===== config.mk =====
export PLATFORM = sky130hd
export DESIGN_NAME = wmmhq_seq
export DESIGN_NICKNAME = d
export VERILOG_FILES = /design/src/rtl/window_min_max_height_query_core_macros.svh /design/src/rtl/wmmhq_pkg.sv /design/src/rtl/wmmhq_seq.sv
export SDC_FILE = /design/constraint.sdc
export NUM_CORES = 1
export LEC_CHECK = 0
export ABC_AREA = 1
export BUFFER_PORTS_ARGS = -buffer_cell sky130_fd_sc_hd__buf_4
export CORE_UTILIZATION = 55
export DETAILED_ROUTE_END_ITERATION = 16
export GPL_ROUTABILITY_DRIVEN = 0
export GPL_TIMING_DRIVEN = 0
export MAX_ROUTING_LAYER = met4
export PLACE_DENSITY = 0.78
export SLEW_MARGIN = 20
export SYNTH_ARGS = -nofsm -noshare
export SYNTH_HDL_FRONTEND = slang
export SYNTH_SLANG_ARGS = --single-unit

===== constraint.sdc =====
create_clock -name clk -period 6.6 [get_ports clk]
set_clock_uncertainty 0.05 [all_clocks]
set_input_delay 1.32 -clock clk [delete_from_list [all_inputs] [get_ports clk]]
set_output_delay 1.32 -clock clk [all_outputs]
set_load 0.005 [all_outputs]

===== src/rtl/window_min_max_height_query_core_macros.svh =====
// Assertion macros for the height query core.
// Each macro expects clk and rst in scope where it is used.
`ifndef WINDOW_MIN_MAX_HEIGHT_QUERY_CORE_MACROS_SVH
`define WINDOW_MIN_MAX_HEIGHT_QUERY_CORE_MACROS_SVH

// Check a condition at every clock edge outside reset.
`define WMMHQ_ASSERT(label, cond, msg) \
  label: assert property (@(posedge clk) disable iff (rst) (cond)) else $error(msg);

// Check that an antecedent implies a consequent in the same cycle.
`define WMMHQ_ASSERT_IMPL(label, ante, cons, msg) \
  label: assert property (@(posedge clk) disable iff (rst) (ante) |-> (cons)) else $error(msg);

`endif


===== src/rtl/wmmhq_pkg.sv =====
package wmmhq_pkg;

  // Default map limits
  localparam int MAX_WIDTH_DEF  = 256;
  localparam int MAX_HEIGHT_DEF = 256;

  // Field widths
  localparam int HEIGHT_W  = 16;
  localparam int MAP_REG_W = 9;
  localparam int PADDR_W   = 3;
  localparam int PDATA_W   = 32;

  localparam logic [MAP_REG_W-1:0] MAP_RESET = 9'd256;

  // Register indexes (paddr bit 2)
  localparam logic REG_MAP_WIDTH  = 1'b0;
  localparam logic REG_MAP_HEIGHT = 1'b1;

  // Operation codes
  localparam logic OP_WRITE = 1'b0;
  localparam logic OP_QUERY = 1'b1;

  // Result status codes
  localparam logic [1:0] ST_WRITE = 2'd0;
  localparam logic [1:0] ST_QUERY = 2'd1;
  localparam logic [1:0] ST_OOB   = 2'd2;

  localparam logic [HEIGHT_W-1:0] EMPTY_MIN = 16'hFFFF;
  localparam logic [HEIGHT_W-1:0] EMPTY_MAX = 16'h0000;

  typedef struct packed {
    logic                op;
    logic [15:0]         address;
    logic [HEIGHT_W-1:0] value;
    logic [7:0]          x_start;
    logic [7:0]          z_start;
    logic [8:0]          size_x;
    logic [8:0]          size_z;
  } wmmhq_item_t;

  typedef struct packed {
    logic [HEIGHT_W-1:0] min_height;
    logic [HEIGHT_W-1:0] max_height;
    logic [1:0]          status;
  } wmmhq_result_t;

  typedef struct packed {
    logic [MAP_REG_W-1:0] map_width;
    logic [MAP_REG_W-1:0] map_height;
  } wmmhq_map_t;

  typedef struct packed {
    logic busy;
    logic scanning;
  } wmmhq_stat_t;

endpackage


===== src/rtl/wmmhq_seq.sv =====
module wmmhq_seq #(
  parameter int MAX_WIDTH  = wmmhq_pkg::MAX_WIDTH_DEF,
  parameter int MAX_HEIGHT = wmmhq_pkg::MAX_HEIGHT_DEF
) (
  input  logic                                         clk,
  input  logic                                         rst,
  input  wmmhq_pkg::wmmhq_map_t                        map,
  input  logic                                         item_valid,
  output logic                                         item_stall,
  input  wmmhq_pkg::wmmhq_item_t                       item,
  output logic                                         result_valid,
  input  logic                                         result_stall,
  output wmmhq_pkg::wmmhq_result_t                     result,
  output logic                                         ram_we,
  output logic [$clog2(MAX_WIDTH*MAX_HEIGHT)-1:0]      ram_waddr,
  output logic [wmmhq_pkg::HEIGHT_W-1:0]               ram_wdata,
  output logic                                         ram_re,
  output logic [$clog2(MAX_WIDTH*MAX_HEIGHT)-1:0]      ram_raddr,
  input  logic [wmmhq_pkg::HEIGHT_W-1:0]               ram_rdata,
  output wmmhq_pkg::wmmhq_stat_t                       stat
);
  import wmmhq_pkg::*;

  localparam int AW = $clog2(MAX_WIDTH * MAX_HEIGHT);
  localparam int WW = $clog2(MAX_WIDTH + 1);
  localparam int HW = $clog2(MAX_HEIGHT + 1);
  localparam int RW = WW + HW;
  localparam int PW = 8 + WW;

  typedef enum logic [5:0] {
    S_IDLE  = 6'b000001,
    S_PREP  = 6'b000010,
    S_DISP  = 6'b000100,
    S_SCAN  = 6'b001000,
    S_DRAIN = 6'b010000,
    S_DONE  = 6'b100000
  } state_t;

  state_t              state, state_next;
  wmmhq_item_t         cur;
  wmmhq_result_t       res;
  logic [WW-1:0]       w_sel, w_eff;
  logic [HW-1:0]       h_sel, h_eff;
  logic [RW-1:0]       area;
  logic [PW-1:0]       prod;
  logic [AW-1:0]       addr, row_base, row_start;
  logic [8:0]          col, row;
  logic                rd_v;
  logic [HEIGHT_W-1:0] lo, hi, lo_next, hi_next;
  logic                wr_ok, q_oob, q_empty, last_col, last_row, out_free;

  // Clamp the map size registers to the legal range
  always_comb begin
    if (map.map_width == '0) begin
      w_sel = WW'(1);
    end else if (32'(map.map_width) > MAX_WIDTH) begin
      w_sel = WW'(MAX_WIDTH);
    end else begin
      w_sel = WW'(map.map_width);
    end
    if (map.map_height == '0) begin
      h_sel = HW'(1);
    end else if (32'(map.map_height) > MAX_HEIGHT) begin
      h_sel = HW'(MAX_HEIGHT);
    end else begin
      h_sel = HW'(map.map_height);
    end
  end

  // Decode the captured transaction
  assign wr_ok     = 32'(cur.address) < 32'(area);
  assign q_oob     = (32'(cur.x_start) + 32'(cur.size_x) > 32'(w_eff)) ||
                     (32'(cur.z_start) + 32'(cur.size_z) > 32'(h_eff));
  assign q_empty   = (cur.size_x == '0) || (cur.size_z == '0);
  assign row_start = AW'(prod + PW'(cur.x_start));
  assign last_col  = col == cur.size_x - 9'd1;
  assign last_row  = row == cur.size_z - 9'd1;
  assign out_free  = !result_valid || !result_stall;

  // Fold the returning read data into the running min and max
  always_comb begin
    lo_next = lo;
    hi_next = hi;
    if (rd_v) begin
      if (ram_rdata < lo) lo_next = ram_rdata;
      if (ram_rdata > hi) hi_next = ram_rdata;
    end
  end

  // Memory access: writes only in dispatch, reads only while scanning
  assign ram_we    = (state == S_DISP) && (cur.op == OP_WRITE) && wr_ok;
  assign ram_waddr = AW'(cur.address);
  assign ram_wdata = cur.value;
  assign ram_re    = state == S_SCAN;
  assign ram_raddr = addr;

  assign item_stall     = state != S_IDLE;
  assign stat.busy      = state != S_IDLE;
  assign stat.scanning  = state == S_SCAN;

  // Next state
  always_comb begin
    state_next = state;
    unique case (state)
      S_IDLE:  if (item_valid) state_next = S_PREP;
      S_PREP:  state_next = S_DISP;
      S_DISP:  begin
        if (cur.op == OP_QUERY && !q_oob && !q_empty) state_next = S_SCAN;
        else state_next = S_DONE;
      end
      S_SCAN:  if (last_col && last_row) state_next = S_DRAIN;
      S_DRAIN: state_next = S_DONE;
      S_DONE:  if (out_free) state_next = S_IDLE;
      default: state_next = S_IDLE;
    endcase
  end

  always_ff @(posedge clk) begin
    if (rst) begin
      state <= S_IDLE;
      rd_v  <= 1'b0;
    end else begin
      state <= state_next;
      rd_v  <= state == S_SCAN;
    end
  end

  // Datapath registers
  always_ff @(posedge clk) begin
    unique case (state)
      S_IDLE: begin
        if (item_valid) cur <= item;
      end
      S_PREP: begin
        w_eff <= w_sel;
        h_eff <= h_sel;
        area  <= RW'(w_sel) * RW'(h_sel);
        prod  <= PW'(cur.z_start) * PW'(w_sel);
      end
      S_DISP: begin
        lo       <= EMPTY_MIN;
        hi       <= EMPTY_MAX;
        addr     <= row_start;
        row_base <= row_start;
        col      <= '0;
        row      <= '0;
        res.min_height <= EMPTY_MIN;
        res.max_height <= EMPTY_MAX;
        if (cur.op == OP_WRITE) begin
          res.status <= wr_ok ? ST_WRITE : ST_OOB;
        end else begin
          res.status <= q_oob ? ST_OOB : ST_QUERY;
        end
      end
      S_SCAN: begin
        lo <= lo_next;
        hi <= hi_next;
        if (last_col) begin
          // Step to the start of the next row
          row_base <= row_base + AW'(w_eff);
          addr     <= row_base + AW'(w_eff);
          col      <= '0;
          row      <= row + 9'd1;
        end else begin
          addr <= addr + AW'(1);
          col  <= col + 9'd1;
        end
      end
      S_DRAIN: begin
        res.min_height <= lo_next;
        res.max_height <= hi_next;
        res.status     <= ST_QUERY;
      end
      S_DONE: ;
      default: ;
    endcase
  end

  // Output register: hold until the downstream side takes it
  always_ff @(posedge clk) begin
    if (rst) begin
      result_valid <= 1'b0;
    end else if (state == S_DONE && out_free) begin
      result_valid <= 1'b1;
    end else if (result_valid && !result_stall) begin
      result_valid <= 1'b0;
    end
  end

  always_ff @(posedge clk) begin
    if (state == S_DONE && out_free) begin
      result <= res;
    end
  end

endmodule


Word level (Yosys, flattened, before mapping)
Index checks and enable logic that the tools add are counted.
- word-level logic and storage cells: 111
- output and inout port bits: 88
- register bits after elaboration: 277
- input port bits: 105
- $lt $le $gt $ge: 7
- bitwise logic cells: 1
- multipliers: 2
- add/sub/neg operators: 9
- reduce and logical (&&, ||, !) cells: 24
- equal/unequal tests: 13
- mux-type cells: 29
- operators by type and width (kind ; number):
    $pmux W16 S2 ; 4
    $mux W16 ; 6
    $pmux W34 S2 ; 1
    $mux W9 ; 6
    $logic_not A9 Y1 ; 4
    $pmux W6 S6 ; 1
    $pmux W9 S2 ; 2
    $mux W6 ; 4
    $add A8 B9 Y10 ; 2
    $gt A10 B9 Y1 ; 2
    $add A9 B1 Y9 const B ; 2
    $eq A9 B9 Y1 ; 2
    $gt A9 B9 Y1 const B ; 2
    $lt A16 B18 Y1 ; 1
    $mul A9 B9 Y18 ; 1
    $sub A9 B1 Y9 const B ; 2
    $add A16 B1 Y16 const B ; 1
    $add A16 B8 Y16 ; 1
    $add A16 B9 Y16 ; 1
    $gt A16 B16 Y1 ; 1
    $lt A16 B16 Y1 ; 1
    $mul A8 B9 Y16 ; 1
    $logic_and A1 B1 Y1 ; 7
    $eq A6 B1 Y1 const B ; 1
    other kinds (16) ; 29

Logic depth before layout (Yosys ltp)
- word-level depth: 8
- gate-level depth with buffers: 24
- mapped depth without buffers: 23

Least setup slack after synthesis
Ideal clock, no wire load.
- path type: reg2reg
- from: register state[5]
- to: register state[0]
- slack: 0.237 ns
- required time: 6.431 ns
- setup time: 0.119 ns
- period minus slack after synthesis: 6.363 ns
- arrival: 6.193 ns
- path buffers: 0
- cell stages (with the launch flop): 7
- path through: dfxtp_1 > nor2_1 > inv_1 > nor4_1 > inv_1 > nand4_1 > o21ai_2
- word-level cells in the longest chain between the ends: 3
- elaborated cells on any way between the ends: 11
- classes of those cells: eq/ne (9); mux (1); reduce/logical (1)
- ends and longest elaborated chain (what ; RTL line ; source):
    start, declared ; wmmhq_seq.sv:39 ; state_t state, state_next;
    start signal, assigned ; wmmhq_seq.sv:123 ; state <= state_next;
    $eq A6 B6 Y1 (tied with other cells) ; wmmhq_seq.sv:104 ; unique case (state)
    $ne A2 B2 Y1 (no line) / $ne A2 B1 Y1 (equally long branches) ; n/a ;
    $reduce_and A3 Y1 (no line) ; n/a ;
Several ways; a longest one is shown, not always the timed one.
A chain may end at the register's enable or synchronous reset.

Final worst setup path
- from: input port map[12] (netlist bit)
- to: register prod[12], data pin
- word-level cells in the longest chain between the ends: 4
- elaborated cells on any way between the ends: 5
- classes of those cells: mul (1); order compare (1); mux (2); reduce/logical (1)
- ends and longest elaborated chain (what ; RTL line ; source):
    start, declared ; wmmhq_seq.sv:7 ; input wmmhq_pkg::wmmhq_map_t map,
    $gt A9 B9 Y1 ; wmmhq_seq.sv:56 ; end else if (32'(map.map_width) > MAX_WIDTH) begin
    $mux W9 ; wmmhq_seq.sv:56 ;
    $mux W9 (*) ; wmmhq_seq.sv:54 ; if (map.map_width == '0) begin
    via w_sel[2] ; wmmhq_seq.sv:42 ; logic [WW-1:0] w_sel, w_eff;
    $mul A8 B9 Y16 (*) ; wmmhq_seq.sv:138 ; prod <= PW'(cur.z_start) * PW'(w_sel);
    end signal, assigned ; wmmhq_seq.sv:138 ;
    end, declared ; wmmhq_seq.sv:45 ; logic [PW-1:0] prod;
Mark *: on every way through the listed nets, which the timed path passes. The rest lies on a longest branch.

==> results.py <==
metrics = {
    "floorplan": {
        "fp-row-count": 68,
        "ios": 193,
        "die_h_um": 189,
        "die_w_um": 189,
        "core_area_um2": 34500,
        "dieArea_um2": 35800,
        "start_util_pct": 55.9,
    },
    "sta": {
        "rsz0062_at_grt": "no",
        "maxSlewHeadroom_pct": 37.5,
        "fin_crit_sh_pct": 94.4,
        "setup_viol": 0,
        "period_minus_slack_ps": 6230,
        "hold_viol_final": 0,
        "timing.fmax_mhz": 160,
        "slew_violations": 0,
        "tightestPinTransition_ps": 927,
    },
    "clock_tree": {
        "cts_max_path_buffers": 3,
        "cts-root-buf": "clkbuf_16",
        "clkLatencyLatePin_ps": 590,
        "clkSinkCount": 277,
        "htree_levels": 1,
        "numCtsBuffers": 30,
        "cts_tree": "yes",
        "hold_buffers": 0,
        "clk_pin_slew_ps": 60,
    },
    "final_layout": {
        "num_antenna_cells": 0,
        "finalNetCount": 2680,
        "fin_area_um2": 22600,
        "syn2layout_area_growth_pct": 17.1,
        "post-route-util_pct": 65.4,
        "drive_above_1_share_pct": 14.3,
        "fillers": 2779,
    },
    "pwr": {
        "clock_power_share_pct": 21.5,
        "power_frac_comb_pct": 46.2,
        "switching_share_pct": 38.9,
        "p_int_mw": 5.08,
        "p_sw_mw": 3.24,
        "power.density_nw_per_um2": 368,
        "sequentialPowerShare_pct": 32.3,
        "ir_drop_uv": 258,
        "leakage_nw": 10.7,
    },
    "worst_setup_path": {
        "crit_required_ps": 6860,
        "rr_startpoint": "cur[22]",
        "reg2reg_setup_slack_ps": 1670,
        "crit_fanout": 10,
        "r2r_end": "prod[12]",
        "cp-start-kind": "input port",
        "timing_worst_setup_path_type": "input port to register",
        "end_kind": "register",
        "crit_arrival_ps": 6490,
        "reg2reg_depth": 17,
    },
    "detailed_routing": {
        "wl_per_cell_um": 15.6,
        "drt-initial-drc-count": 1164,
        "via_per_inst": 5.35,
        "drc": 0,
        "ant_nets": 0,
        "wl_um": 43500,
        "drt_pass1_iterations": 6,
        "vias": 14900,
    },
    "yosys": {
        "synth_nets": 2442,
        "syn_avg_cell_area_um2": 9.33,
        "synth_top_cell_by_area": "edfxtp_1",
        "yosysWarnings": 0,
        "yosysUniqueCellTypes": 47,
        "ys_seq_area_share_pct": 42.7,
        "ys_seq_elements": 277,
        "synth_top_area_share_pct": 41.9,
        "postSynthCellCount": 2067,
        "netlist_area_um2": 19300,
        "yosys-top-cells-area": "edfxtp_1, ha_1, fa_1, inv_1, nand2_1",
    },
    "global_route": {
        "overflow": 0,
        "antenna_found_initial": 0,
        "grt_usage_pct": 25.5,
        "grt_pass1_vias": 14800,
        "grt_pass1_wl_um": 71000,
        "grt_max_degree": 58,
    },
    "min_path": {
        "worstHoldStart": "res[21]",
        "hold_class": "register to register",
        "holdPathEnd": "result[21]",
        "worstHoldPathCells": 0,
    },
    "place": {
        "postPlaceCellArea_um2": 21500,
        "numPortBuffers": 191,
        "place_hpwl_um": 34300,
    },
    "outcome": {
        "status": "completed",
    },
    "job": {
        "maxCapViolations": 0,
    },
}
cell families (layout without fill, tap and decap cells):
kind of cell | Yosys count | count (layout) | synth area share, %
AND/OR/NAND/NOR | 774 | 774 | 16.8
adder cells (fa/ha/maj) | 270 | 270 | 21.2
AO/OA/AOI/OAI | 216 | 216 | 6.20
XOR/XNOR | 77 | 77 | 3.50
flip-flops | 277 | 277 | 42.7
buffers and inverters | 453 | 714 | 9.57
Yosys cell counts, drive strengths merged:
| cell type | n |
|---|---|
| a2111oi | 1 |
| a211o | 1 |
| a211oi | 5 |
| a21boi | 5 |
| a21o | 6 |
| a21oi | 92 |
| a31o | 1 |
| a31oi | 8 |
| and2 | 1 |
| and3b | 1 |
| buf | 44 |
| clkbuf | 20 |
| clkinv | 4 |
| dfxtp | 8 |
| edfxtp | 269 |
| fa | 95 |
| ha | 175 |
| inv | 385 |
| nand2 | 355 |
| nand3 | 131 |
| nand3b | 3 |
| nand4 | 28 |
| nor2 | 223 |
| nor3 | 16 |
| nor3b | 3 |
| nor4 | 4 |
| o2111ai | 2 |
| o211ai | 2 |
| o21a | 2 |
| o21ai | 85 |
| o21bai | 3 |
| o221ai | 2 |
| o311ai | 1 |
| or2 | 9 |
| xnor2 | 27 |
| xor2 | 50 |
registers in the layout (all words and copies together) (netlist names), 16 cells and up:
signal / flops
prod: 16
res: 34
area: 18
ram_raddr: 16
ram_waddr: 16
result: 34
row_base: 16
lo: 16
hi: 16
ram_wdata: 16
cur: 35
layout make-up:
| type | count | area [um2] | area share (%) |
|---|---|---|---|
| Sequential cell | 277 | 8240 | 36.5 |
| Buffer | 64 | 384 | 1.70 |
| Clock buffer | 34 | 796 | 3.52 |
| Tap cell | 455 | 569 | 2.52 |
| Clock inverter | 21 | 278 | 1.23 |
| Timing Repair Buffer | 206 | 1620 | 7.15 |
| Inverter | 389 | 1470 | 6.49 |
| Multi-Input combinational cell | 1337 | 9250 | 40.9 |
cell usage in the layout, fill, tap and decap left out, drive strengths merged, types with 7 or more instances in the layout:
cell type,n
clkinv,12
a31oi,8
clkinvlp,7
or2,9
inv,386
nor3,16
xnor2,27
o21ai,85
ha,175
a21oi,92
xor2,50
nand4,28
nor2,223
dfxtp,8
edfxtp,269
nand3,131
fa,95
clkbuf,54
nand2,355
buf,250
worst max path at each step:
stage / start / to / slack [ps]
after global routing: map[12] / prod[12] / 30
final: map[12] / prod[12] / 370
after detailed placement: map[17] / prod[12] / -280
after floorplan: state[5] / state[0] / 240
after global placement: state[5] / state[0] / -1830
after CTS: map[17] / prod[12] / 300
metal layers:
metal	GRT usage [%]	vias up	wire, um	part of all wire [%]
li1	-	7210	-	-
met1	32.7	6982	18100	42
met3	2.82	113	3070	7.1
met5	-	-	0	0
met2	42.3	579	20800	48
met4	8.84	0	1540	3.5
metrics by stage:
| stage | instances | worst slack [ps] | total power [mW] | setup TNS, ps | hold WS (ps) |
|---|---|---|---|---|---|
| final | 2783 | 368 | 8.32 | 0 | 367 |
| after detailed placement | 2726 | -283 | 6.51 | -881 | 355 |
| after floorplan | 2067 | 237 | 5.34 | 0 | 350 |
| after CTS | 2781 | 302 | 8.35 | 0 | 370 |
| after global placement | 2713 | -1830 | 6.25 | -91270 | 352 |
| after global routing | 2783 | 30.7 | 8.97 | 0 | 372 |
power by group through the flow:
| stage | Sequential (mW) | Combinational, mW | Clock [mW] |
|---|---|---|---|
| global route | 2.72 | 4.37 | 1.89 |
| floorplan | 2.64 | 2.71 | 0 |
| CTS | 2.68 | 3.83 | 1.83 |
| global placement | 2.77 | 3.48 | 0 |
| finish | 2.68 | 3.84 | 1.79 |
| detailed placement | 2.72 | 3.80 | 0 |
critical path, stage by stage:
cell and delay [ps]:
buf_4 110, nor4_1 250, nand2_1 70, nor3_1 180, nor2_1 60, inv_1 120, nand2_1 300, clkinvlp_4 250
nand2_1 90, fa_1 500, fa_1 550, inv_1 50, fa_1 520, inv_1 50, fa_1 530, inv_1 40
ha_1 360, a21oi_1 170, a21boi_0 300, o21ai_0 190, a21oi_1 170, o21ai_0 120, xor2_1 170
what timing repair did:
item / 4_1_cts / 5_1_grt
setup endpoints to repair: 0 / 2
resized for setup: 0 / 3
setup buffers: 0 / 2
(Power assumes the default switching activity.)
