--- src/rtl/window_min_max_height_query_core_macros.svh ---
// Assertion macros for the height query core.
// Each macro expects clk and rst in scope where it is used.
`ifndef WINDOW_MIN_MAX_HEIGHT_QUERY_CORE_MACROS_SVH
`define WINDOW_MIN_MAX_HEIGHT_QUERY_CORE_MACROS_SVH

// Check a condition at every clock edge outside reset.
`define WMMHQ_ASSERT(label, cond, msg) \
  label: assert property (@(posedge clk) disable iff (rst) (cond)) else $error(msg);

// Check that an antecedent implies a consequent in the same cycle.
`define WMMHQ_ASSERT_IMPL(label, ante, cons, msg) \
  label: assert property (@(posedge clk) disable iff (rst) (ante) |-> (cons)) else $error(msg);

`endif

--- src/rtl/wmmhq_pkg.sv ---
package wmmhq_pkg;

  // Default map limits
  localparam int MAX_WIDTH_DEF  = 256;
  localparam int MAX_HEIGHT_DEF = 256;

  // Field widths
  localparam int HEIGHT_W  = 16;
  localparam int MAP_REG_W = 9;
  localparam int PADDR_W   = 3;
  localparam int PDATA_W   = 32;

  localparam logic [MAP_REG_W-1:0] MAP_RESET = 9'd256;

  // Register indexes (paddr bit 2)
  localparam logic REG_MAP_WIDTH  = 1'b0;
  localparam logic REG_MAP_HEIGHT = 1'b1;

  // Operation codes
  localparam logic OP_WRITE = 1'b0;
  localparam logic OP_QUERY = 1'b1;

  // Result status codes
  localparam logic [1:0] ST_WRITE = 2'd0;
  localparam logic [1:0] ST_QUERY = 2'd1;
  localparam logic [1:0] ST_OOB   = 2'd2;

  localparam logic [HEIGHT_W-1:0] EMPTY_MIN = 16'hFFFF;
  localparam logic [HEIGHT_W-1:0] EMPTY_MAX = 16'h0000;

  typedef struct packed {
    logic                op;
    logic [15:0]         address;
    logic [HEIGHT_W-1:0] value;
    logic [7:0]          x_start;
    logic [7:0]          z_start;
    logic [8:0]          size_x;
    logic [8:0]          size_z;
  } wmmhq_item_t;

  typedef struct packed {
    logic [HEIGHT_W-1:0] min_height;
    logic [HEIGHT_W-1:0] max_height;
    logic [1:0]          status;
  } wmmhq_result_t;

  typedef struct packed {
    logic [MAP_REG_W-1:0] map_width;
    logic [MAP_REG_W-1:0] map_height;
  } wmmhq_map_t;

  typedef struct packed {
    logic busy;
    logic scanning;
  } wmmhq_stat_t;

endpackage

--- src/rtl/wmmhq_cfg.sv ---
module wmmhq_cfg (
  input  logic                               clk,
  input  logic                               rst,
  input  logic                               psel,
  input  logic                               penable,
  input  logic                               pwrite,
  input  logic [wmmhq_pkg::PADDR_W-1:0]      paddr,
  input  logic [wmmhq_pkg::PDATA_W-1:0]      pwdata,
  output logic [wmmhq_pkg::PDATA_W-1:0]      prdata,
  output logic                               pready,
  output wmmhq_pkg::wmmhq_map_t              map
);
  import wmmhq_pkg::*;

  logic wr_en;

  assign pready = 1'b1;
  assign wr_en  = psel & penable & pwrite & pready;

  // Update map size registers on a write transaction
  always_ff @(posedge clk) begin
    if (rst) begin
      map.map_width  <= MAP_RESET;
      map.map_height <= MAP_RESET;
    end else if (wr_en) begin
      unique case (paddr[2])
        REG_MAP_WIDTH:  map.map_width  <= pwdata[MAP_REG_W-1:0];
        REG_MAP_HEIGHT: map.map_height <= pwdata[MAP_REG_W-1:0];
        default:        ;
      endcase
    end
  end

  // Read back
  always_comb begin
    unique case (paddr[2])
      REG_MAP_WIDTH:  prdata = PDATA_W'(map.map_width);
      REG_MAP_HEIGHT: prdata = PDATA_W'(map.map_height);
      default:        prdata = '0;
    endcase
  end

endmodule

--- config.mk ---
export PLATFORM = sky130hd
export DESIGN_NAME = wmmhq_cfg
export DESIGN_NICKNAME = d
export VERILOG_FILES = /design/src/rtl/window_min_max_height_query_core_macros.svh /design/src/rtl/wmmhq_pkg.sv /design/src/rtl/wmmhq_cfg.sv
export SDC_FILE = /design/constraint.sdc
export NUM_CORES = 1
export LEC_CHECK = 0
export BUFFER_PORTS_ARGS = -buffer_cell sky130_fd_sc_hd__buf_2
export CORE_MARGIN = 4
export CORE_UTILIZATION = 41
export DETAILED_ROUTE_END_ITERATION = 8
export PLACE_DENSITY = 0.85
export SLEW_MARGIN = 15
export SYNTH_ARGS = -nofsm -noshare
export SYNTH_HDL_FRONTEND = slang
export SYNTH_SLANG_ARGS = --single-unit
--- constraint.sdc ---
create_clock -name clk -period 1.85 [get_ports clk]
set_input_delay 0.37 -clock clk [delete_from_list [all_inputs] [get_ports clk]]
set_output_delay 0.37 -clock clk [all_outputs]
set_load 0.02 [all_outputs]
---- Word level (Yosys, flattened, before mapping) ----
Cells that the tools add are included.
operators by class
  reductions and logical operators ........ 2
  bitwise logic cells ..................... 3
  multiplexer cells ....................... 1
operators with widths
  operator                                number
  32-bit one-hot mux with 2 select lines  1
  2-bit AND reduction                     2
  1-bit AND                               2
  1-bit inverter                          1
storage, ports and cells
  flip-flop bits (word level) ............. 18
  word-level logic and storage cells ...... 8
  input port bits ......................... 40
  output and inout port bits .............. 51

---- Depth between registers and ports, before layout ----
Gate-level depths: netlist (run 1).
  depth in word-level cells ............... 3
  gate-level depth with buffers ........... 3

---- Worst setup path before layout (run 1) ----
OpenSTA, ideal clock, no wires.
  kind .................................... in2out
  start point ............................. in paddr[2] (netlist name)
  end point ............................... out prdata[0] (netlist name)
  stages on the path ...................... 2
  setup slack ............................. 570 ps
  data required time ...................... 1480 ps
  arrival time ............................ 910 ps
  cell sequence ........................... buf_4 -> mux2_2
on the way
  cells in the longest elaborated chain, start to end .. 2
RTL lines
  element                                     line             source
  start, declared                             wmmhq_cfg.sv:7   input logic [wmmhq_pkg::PADDR_W-1:0] paddr,
  1-bit inverter                              -
  32-bit one-hot mux with 2 select lines (*)  wmmhq_cfg.sv:36  unique case (paddr[2])
  end, declared                               wmmhq_cfg.sv:9   output logic [wmmhq_pkg::PDATA_W-1:0] prdata,
Mark *: on every way between the ends. The rest lies on a longest branch, timed or not. The select of a mux whose other input is x is not followed.

---- Worst setup path in the final report (run 1) ----
  start point ............................. in paddr[2] (netlist name)
  end point ............................... out prdata[2] (netlist name)
The elaborated chain is that of the path after synthesis.

==> results of run 1 <==
cells by family after synthesis:
| logic type | count (synthesis) |
|---|---|
| simple gates | 31 |
| mux | 27 |
| other cells | 2 |
| flops | 18 |
| buf+inv | 29 |
cell usage in the layout (no fill, tap or decap), types with 3 or more instances in the layout:
cell type | Yosys | final
nand2b_1 | 24 | 24
mux2_2 | 9 | 9
clkbuf_4 | 0 | 3
buf_2 | 0 | 41
conb_1 | 2 | 24
nor2_1 | 3 | 3
dfxtp_1 | 18 | 18
mux2i_1 | 18 | 18
metrics by stage:
| step | hold WS (ns) | std cells | area [um2] | setup WS [ns] |
|---|---|---|---|---|
| after floorplan | 0.541 | 129 | 1170 | 0.570 |
| after global placement | 0.468 | 171 | 1190 | 0.314 |
| after detailed placement | 0.483 | 171 | 1190 | 0.290 |
| after CTS | 0.346 | 175 | 1230 | 0.280 |
| after global routing | 0.346 | 175 | 1230 | 0.254 |
| final | 0.355 | 175 | 1230 | 0.297 |
power groups by stage:
stage	registers (mW)	clock network (mW)	logic [mW]
after floorplan	0.421	0	0.136
after global placement	0.410	0	0.141
after detailed placement	0.411	0	0.144
after CTS	0.402	0.254	0.145
after global routing	0.404	0.271	0.156
final	0.402	0.239	0.145
metal layers:
layer  vias up  part of all wire [%]
met5         -                     0
met4         0                  0.54
met3         2                   9.2
met2        39                    50
met1       361                    40
li1        378                     -
path summary, 6_finish.rpt:
check             from        end  slack (ns)  depth (start not counted)
max           paddr[2]  prdata[2]        0.30                          3
min          pwdata[8]    map[17]        0.35                          3
max reg2reg    map[13]    map[13]        1.19                          2
min reg2reg     map[9]     map[9]        0.49                          2
worst max-delay path, cell delays in order:
cell and delay, ns:
buf_2 0.27, mux2_2 0.38, buf_2 0.16
area by class of cell:
cell class | count | share of cell area, %
Multi-Input combinational cell | 82 | 47.9
Tap cell | 30 | 3.06
Clock buffer | 4 | 2.96
Sequential cell | 18 | 29.4
Timing Repair Buffer | 41 | 16.7
==> impl_metrics.csv, run 1 <==
group,metric,value,unit
floorplanning,die_h,59.4,um
timing,clock_skew,0,ns
route,route.detailed.drc,0,
clock_network,clk_latency,0.29,ns
clock_network,cts_root_buffer,"clkbuf_4",
worst_setup_path,setup.worst_path.class,"input port to output port",
floorplanning,pin_count,91,
clock_network,cts_setup_buffers,0,
timing,maxSlewViolCount,0,
grt,grt_use_met3,3.49,%
clock_network,cts_tree,"built",
cells_and_area,nFillCells,260,
floorplanning,core-area,2500,um2
power,clockPowerShare,30.4,%
grt,grt-ovfl-total,0,
worst_setup_path,end_kind,"output port",
job,maxCapViolCount,0,
clock_network,cts_hold_buf,0,
logic_synthesis,synth_edf_count,0,
grt,grt_pass1_vias,734,
grt,grt_first_pass_wirelength,3390,um
worst_setup_path,worstSetupStartpointType,"input port",
route,drt-initial-drc-count,20,
run_status,status,"complete, no violations",
clock_network,cts_max_path_buffers,2,
timing,fin_crit,1.55,ns
grt,gr-usage-met1,14.4,%
place,io_buffers,41,
worst_setup_path,cp_max_fo,13,
cells_and_area,drive_gt1_share,38.6,%
place,place.detailed.hpwl,1750,um
min_path,min_path_type,"input port to register",
clock_network,cts-buffers-inserted,3,
grt,top_usage_layer,"met2",
logic_synthesis,synth_area,1080,um2
floorplanning,fp-row-count,18,
cells_and_area,antennaDiodeCount,0,
timing,tns,0,ns
logic_synthesis,seq_area_frac_synth,33.3,%
floorplanning,dieArea,3530,um2
logic_synthesis,synth-main-ff-cell,"dfxtp_1",
logic_synthesis,ys_seq_elements,18,
logic_synthesis,synthArstFlopShare,0,%
power,p_switching,225,uW
logic_synthesis,synth_top_family_by_area,"multiplexers",
route,ant_nets,0,
floorplanning,start_util,43.3,%
logic_synthesis,yosysUniqueCellTypes,13,
route,wl_per_cell,12.6,um
clock_network,cts.sinks,18,
place,routabilityCongestion,0.614,
cells_and_area,regMostFlops,"map",
timing,fmax,644,MHz
route,first_pass_iters,4,
logic_synthesis,synthAdderAreaFrac,0,%
logic_synthesis,synth.area.mux_share,26.0,%
power,power.leakage,0.665,nW
logic_synthesis,postSynthAreaPerCell,10.1,um2
timing,setup_viol,0,
power,total_power,786,uW
grt,grt_start_max_net_pins,28,
logic_synthesis,synth_compound_area_share,0,%
timing,min_period_over_period,84.0,%
timing,hold_viol_final,0,
power,power_frac_seq,51.1,%
cells_and_area,finish.utilization,49.1,%
logic_synthesis,yosys.area.top_type_share,33.3,%
power,peakVddDrop,0.000319,V
floorplanning,fp.dieW,59.4,um
cells_and_area,multi_input_area,588,um2
clock_network,cts-htree-levels,1,
clock_network,cts_resized,0,
grt,grtUsageTotal,12.8,%
grt,antenna_found_initial,0,
route,finalWirelength,2210,um
cells_and_area,final_nets,186,
logic_synthesis,synth_most_common_cell,"buf_4",
logic_synthesis,synth_area_leader_cell,"dfxtp_1",
power,pwr-share-comb,18.4,%
logic_synthesis,syn-instance-count,107,
logic_synthesis,synth_warnings,0,
route,viasPerCell,4.46,
cells_and_area,largest_register_ffs,18,
power,internal_power,561,uW
logic_synthesis,synth_simple_gate_area_share,20.0,%
cells_and_area,seqCellArea,360,um2
grt,grtUsageMet2,23.1,%
logic_synthesis,synth_area_leaders,"dfxtp_1 33%, buf_4 17%, mux2i_1 17%, nand2b_1 14%, mux2_2 9.4%",
worst_setup_path,crit_arrival,1.18,ns
clock_network,clk_pin_slew_worst_paths,0.10,ns
logic_synthesis,synth-xor-area-share,0,%
cells_and_area,reg_top3,"map x18",
timing,rsz0062_at_grt,"false",
cells_and_area,area_growth,13.3,%
route,vias,780,
power,p_per_area,641,nW/um2
power,p_sw_share,28.6,%
logic_synthesis,synth_top_cells_by_count,"25 x buf_4, 24 x nand2b_1, 18 x dfxtp_1, 18 x mux2i_1, 9 x mux2_2",
worst_setup_path,cp.required,1.48,ns
Note: power is estimated with default switching activity, not from simulation.
==> inputs of run 2 (changes only) <==
- CORE_UTILIZATION: 41 -> 38
- PLACE_DENSITY: 0.85 -> 0.79
- clock period: 1.85 -> 1.5 ns (I/O delays scaled with it)
==> run 2 against run 1 <==
  * Clock power is 25% higher
  * Critical path depth stayed put
  * Highest routed layer unchanged
  * Core utilization is 3.4 points lower
==> impl_metrics.csv, run 2 (synthesis results as in run 1) <==
group,metric,value,unit
floorplanning,core-area,2730,um2
route,route.detailed.drc,0,
cells_and_area,mostFrequentLayoutCell,"buf_2",
grt,grt-ovfl-total,0,
worst_setup_path,end_kind,"output port",
timing,holdWs,0.281,ns
power,internal_power,695,uW
min_path,min_path_type,"input port to register",
floorplanning,fp-row-count,19,
grt,grt_first_pass_wirelength,3350,um
timing,maxSlewViolCount,0,
clock_network,clk_latency,0.29,ns
route,first_pass_iters,4,
grt,antenna_found_initial,0,
clock_network,cts-htree-levels,1,
grt,grtUsageTotal,12.3,%
clock_network,cts_resized,0,
worst_setup_path,crit_chain,"buf_2 > mux2_2 > buf_2",
worst_setup_path,critPathMaxStageDelay,0.38,ns
place,io_buffers,41,
worst_setup_path,crit_slowest_cell,"mux2_2",
route,finalWirelength,2210,um
clock_network,cts_setup_buffers,0,
power,power.leakage,0.673,nW
route,viasPerCell,4.40,
worst_setup_path,cp_max_fo,13,
timing,clock_skew,0,ns
timing,setup_viol,0,
power,clockPowerShare,30.6,%
route,wl_per_cell,12.5,um
route,vias,779,
cells_and_area,final_nets,187,
floorplanning,fp.dieW,61.4,um
power,p_switching,281,uW
clock_network,cts_tree,"built",
worst_setup_path,rrSetupSlack,0.86,ns
power,p_sw_share,28.8,%
power,power_frac_seq,50.8,%
power,p_per_area,781,nW/um2
worst_setup_path,crit_arrival,1.12,ns
route,drt-initial-drc-count,24,
floorplanning,start_util,39.6,%
cells_and_area,mostFrequentLayoutCells,"41 x buf_2, 24 x nand2b_1, 24 x conb_1",
cells_and_area,area_growth,15.2,%
cells_and_area,drive_gt1_share,39.0,%
clock_network,cts.sinks,18,
route,ant_nets,0,
cells_and_area,reg_top3,"map x18",
timing,tns,0,ns
clock_network,cts_hold_buf,0,
job,maxCapViolCount,0,
worst_setup_path,cp.required,1.20,ns
worst_setup_path,worstSetupStartpointType,"input port",
clock_network,cts_root_buffer,"clkbuf_4",
grt,grt_pass1_vias,773,
clock_network,cts-buffers-inserted,3,
worst_setup_path,setup.worst_path.class,"input port to output port",
floorplanning,pin_count,91,
cells_and_area,largest_register_ffs,18,
cells_and_area,regMostFlops,"map",
clock_network,cts_max_path_buffers,2,
place,place.detailed.hpwl,1710,um
clock_network,clk_pin_slew_worst_paths,0.11,ns
timing,hold_viol_final,0,
timing,fmax,706,MHz
cells_and_area,antennaDiodeCount,0,
place,routabilityCongestion,0.658,
power,pwr-share-comb,18.6,%
worst_setup_path,path_common_cell,"buf_2",
timing,rsz0062_at_grt,"false",
power,peakVddDrop,0.000366,V
floorplanning,dieArea,3770,um2
floorplanning,die_h,61.4,um
run_status,status,"complete, no violations",
grt,grt_start_max_net_pins,28,
timing,min_period_over_period,94.5,%
timing,fin_crit,1.42,ns
==> run 2: cell types whose count changed in the layout (fill, tap and decap cells not counted) <==
cell	delta
buf_12	+1
==> run 2: power groups by stage <==
stage	Sequential, mW	Combinational [mW]	Clock [mW]
final	0.496	0.181	0.299
after global routing	0.498	0.199	0.330
after CTS	0.496	0.183	0.316
after detailed placement	0.507	0.182	0
after global placement	0.505	0.178	0
after floorplan	0.519	0.167	0
==> run 2: worst paths after layout <==
path                   from         to  depth (start not counted)
setup / recovery   paddr[2]  prdata[4]                          3
hold / removal    pwdata[8]     map[8]                          3
setup reg to reg     map[7]     map[7]                          2
hold reg to reg      map[2]     map[2]                          2
==> run 2: layout make-up <==
class	instances	area (um2)
Fill cell	266	1490
Multi-Input combinational cell	82	588
Sequential cell	18	360
Timing Repair Buffer	42	225
Tap cell	31	38.8
Clock buffer	4	36.3
==> run 2: routing by layer <==
layer	up-vias	global-route usage (%)	part of all wire, %
li1	381	-	-
met1	358	13.7	38
met2	38	21.6	51
met3	2	3.98	10
met4	0	4.55	0.59
met5	-	0	0
==> run 2: worst max-delay path: cells and delay by family <==
kind / cells / cell delay, ns
buf+inv: 2 / 0.44
mux: 1 / 0.38
==> run 2: per-stage QoR <==
stage | worst slack [ns] | cell area (um2) | power [mW] | std cells | util, %
6_report | 0.0827 | 1250 | 0.976 | 177 | 45.7
5_1_grt | 0.0435 | 1250 | 1.03 | 177 | 45.7
4_1_cts | 0.0589 | 1250 | 0.995 | 177 | 45.7
3_5_place_dp | 0.0622 | 1210 | 0.689 | 173 | 44.3
3_3_place_gp | 0.0867 | 1210 | 0.683 | 173 | 44.3
2_1_floorplan | 0.360 | 1170 | 0.686 | 129 | -
==> inputs of run 3 (changes only) <==
- clock period: 1.5 -> 1.4 ns (I/O delays scaled with it)
==> run 3 against run 2 <==
  * Worst hold slack got worse by 0.023 ns
  * Non-clock buffer count unchanged
  * Sequential cell count unchanged
  * Core utilization decreased by 0.41 points
  * Critical path depth decreased by 1
  * Count of clock-buffer cells in the layout down 1
  * Combinational power up 7%
  * Clock power shrank 17%
  * Register-to-register slack got worse by 0.09 ns
  * First-iteration DRC count shrank 46%
  * Sequential power rose by 7.1%
  * Routed wire length fell by 4.4%
  * Largest cell class unchanged
  * Highest routed layer unchanged
==> impl_metrics.csv, run 3 (synthesis results as in run 1) <==
group,metric,value,unit
run_status,status,"complete, no violations",
cells_and_area,antennaDiodeCount,0,
place,place.detailed.hpwl,1660,um
worst_setup_path,worstSetupStartpointType,"register",
power,p_per_area,787,nW/um2
clock_network,cts_hold_buf,0,
cells_and_area,mostFrequentLayoutCells,"40 x buf_2, 24 x nand2b_1, 24 x conb_1",
timing,maxSlewViolCount,0,
cells_and_area,stdcell_count,176,
worst_setup_path,critPathMaxStageDelay,0.34,ns
route,drt-initial-drc-count,13,
floorplanning,fp.dieW,61.4,um
power,power.leakage,0.667,nW
worst_setup_path,cp.required,1.12,ns
route,drt-met1-wl,820,um
clock_network,cts_tree,"built",
route,dr_wl_met3,241,um
grt,grtUsageTotal,11.7,%
power,power_frac_seq,54.5,%
floorplanning,fp-row-count,19,
route,met2_length,1040,um
grt,grt-ovfl-total,0,
clock_network,cts_resized,0,
power,peakVddDrop,0.000511,V
cells_and_area,reg_top3,"map x18",
clock_network,cts-buffers-inserted,3,
floorplanning,core-area,2730,um2
grt,grt_start_max_net_pins,28,
worst_setup_path,critPathBufInv,1,
floorplanning,dieArea,3770,um2
place,routabilityCongestion,0.663,
power,p_sw_share,29.5,%
worst_setup_path,crit_family,"flip-flops",
floorplanning,start_util,39.6,%
worst_setup_path,crit_slowest_cell,"dfxtp_1",
timing,clock_skew,0,ns
clock_network,cts_max_path_buffers,2,
timing,rsz0062_at_grt,"false",
worst_setup_path,crit_chain,"mux2_2 > buf_2",
cells_and_area,largest_register_ffs,18,
power,internal_power,687,uW
timing,setup_viol,0,
timing,tns,0,ns
cells_and_area,area_growth,14.2,%
power,p_switching,287,uW
cells_and_area,mostFrequentLayoutCell,"buf_2",
floorplanning,die_h,61.4,um
worst_setup_path,setup.worst_path.class,"register to output port",
cells_and_area,final_nets,187,
clock_network,cts_root_buffer,"clkbuf_4",
clock_network,clk_latency,0.28,ns
place,placed_cell_area,1210,um2
timing,fmax,758,MHz
cells_and_area,fin_area,1240,um2
route,routed.top_layer,"met4",
min_path,min_path_type,"input port to register",
worst_setup_path,rrSetupSlack,0.77,ns
cells_and_area,finish.utilization,45.3,%
grt,antenna_found_initial,0,
place,io_buffers,41,
clock_network,cts_setup_buffers,0,
route,wl_per_cell,12.0,um
clock_network,cts.sinks,18,
timing,fin_crit,1.32,ns
grt,grt_first_pass_wirelength,3170,um
power,total_power,974,uW
power,pwr-share-comb,19.9,%
clock_network,cts-htree-levels,1,
timing,hold_viol_final,0,
route,viasPerCell,4.33,
power,clockPowerShare,25.5,%
grt,grt_pass1_vias,697,
timing,min_period_over_period,94.2,%
worst_setup_path,crit_arrival,1.04,ns
job,maxCapViolCount,0,
worst_setup_path,end_kind,"output port",
route,ant_nets,0,
worst_setup_path,cp_max_fo,3,
floorplanning,pin_count,91,
route,finalWirelength,2120,um
route,first_pass_iters,2,
route,route.detailed.drc,0,
cells_and_area,regMostFlops,"map",
cells_and_area,drive_gt1_share,38.6,%
clock_network,clk_pin_slew_worst_paths,0.10,ns
route,vias,762,
place,place_ws,0.00406,ns
place,dpl.cell_count,173,
timing,holdWs,0.258,ns
timing,setup_ws,0.0809,ns
run 3: path summary, 6_finish.rpt:
path | to | from | cells past startpoint
worst max register to register | map[14] | map[14] | 2
worst min-delay path | map[8] | pwdata[8] | 3
worst max-delay path | prdata[4] | map[13] | 2
worst min register to register | map[11] | map[11] | 2
run 3: power groups by stage:
stage | Sequential, mW | Clock, mW | Combinational, mW
2_1_floorplan | 0.556 | 0 | 0.179
3_3_place_gp | 0.542 | 0 | 0.190
3_5_place_dp | 0.543 | 0 | 0.195
4_1_cts | 0.531 | 0.266 | 0.195
5_1_grt | 0.533 | 0.282 | 0.213
6_report | 0.531 | 0.248 | 0.194
run 3: worst min-delay path, cell delays in order:
cell and delay, ns:
buf_2 0.07, nor2_1 0.04, mux2i_1 0.11
run 3: area by class of cell:
cell class	instances	area, um2
fill	272	1500
multi-input combinational	82	588
timing repair buffer	42	228
clock buffer	3	22.5
sequential	18	360
tap	31	38.8
run 3: routing by layer:
metal,vias up,GRT usage (%)
met5,-,0
met1,342,12.7
met3,2,4.19
li1,380,-
met2,38,20.5
met4,0,4.55
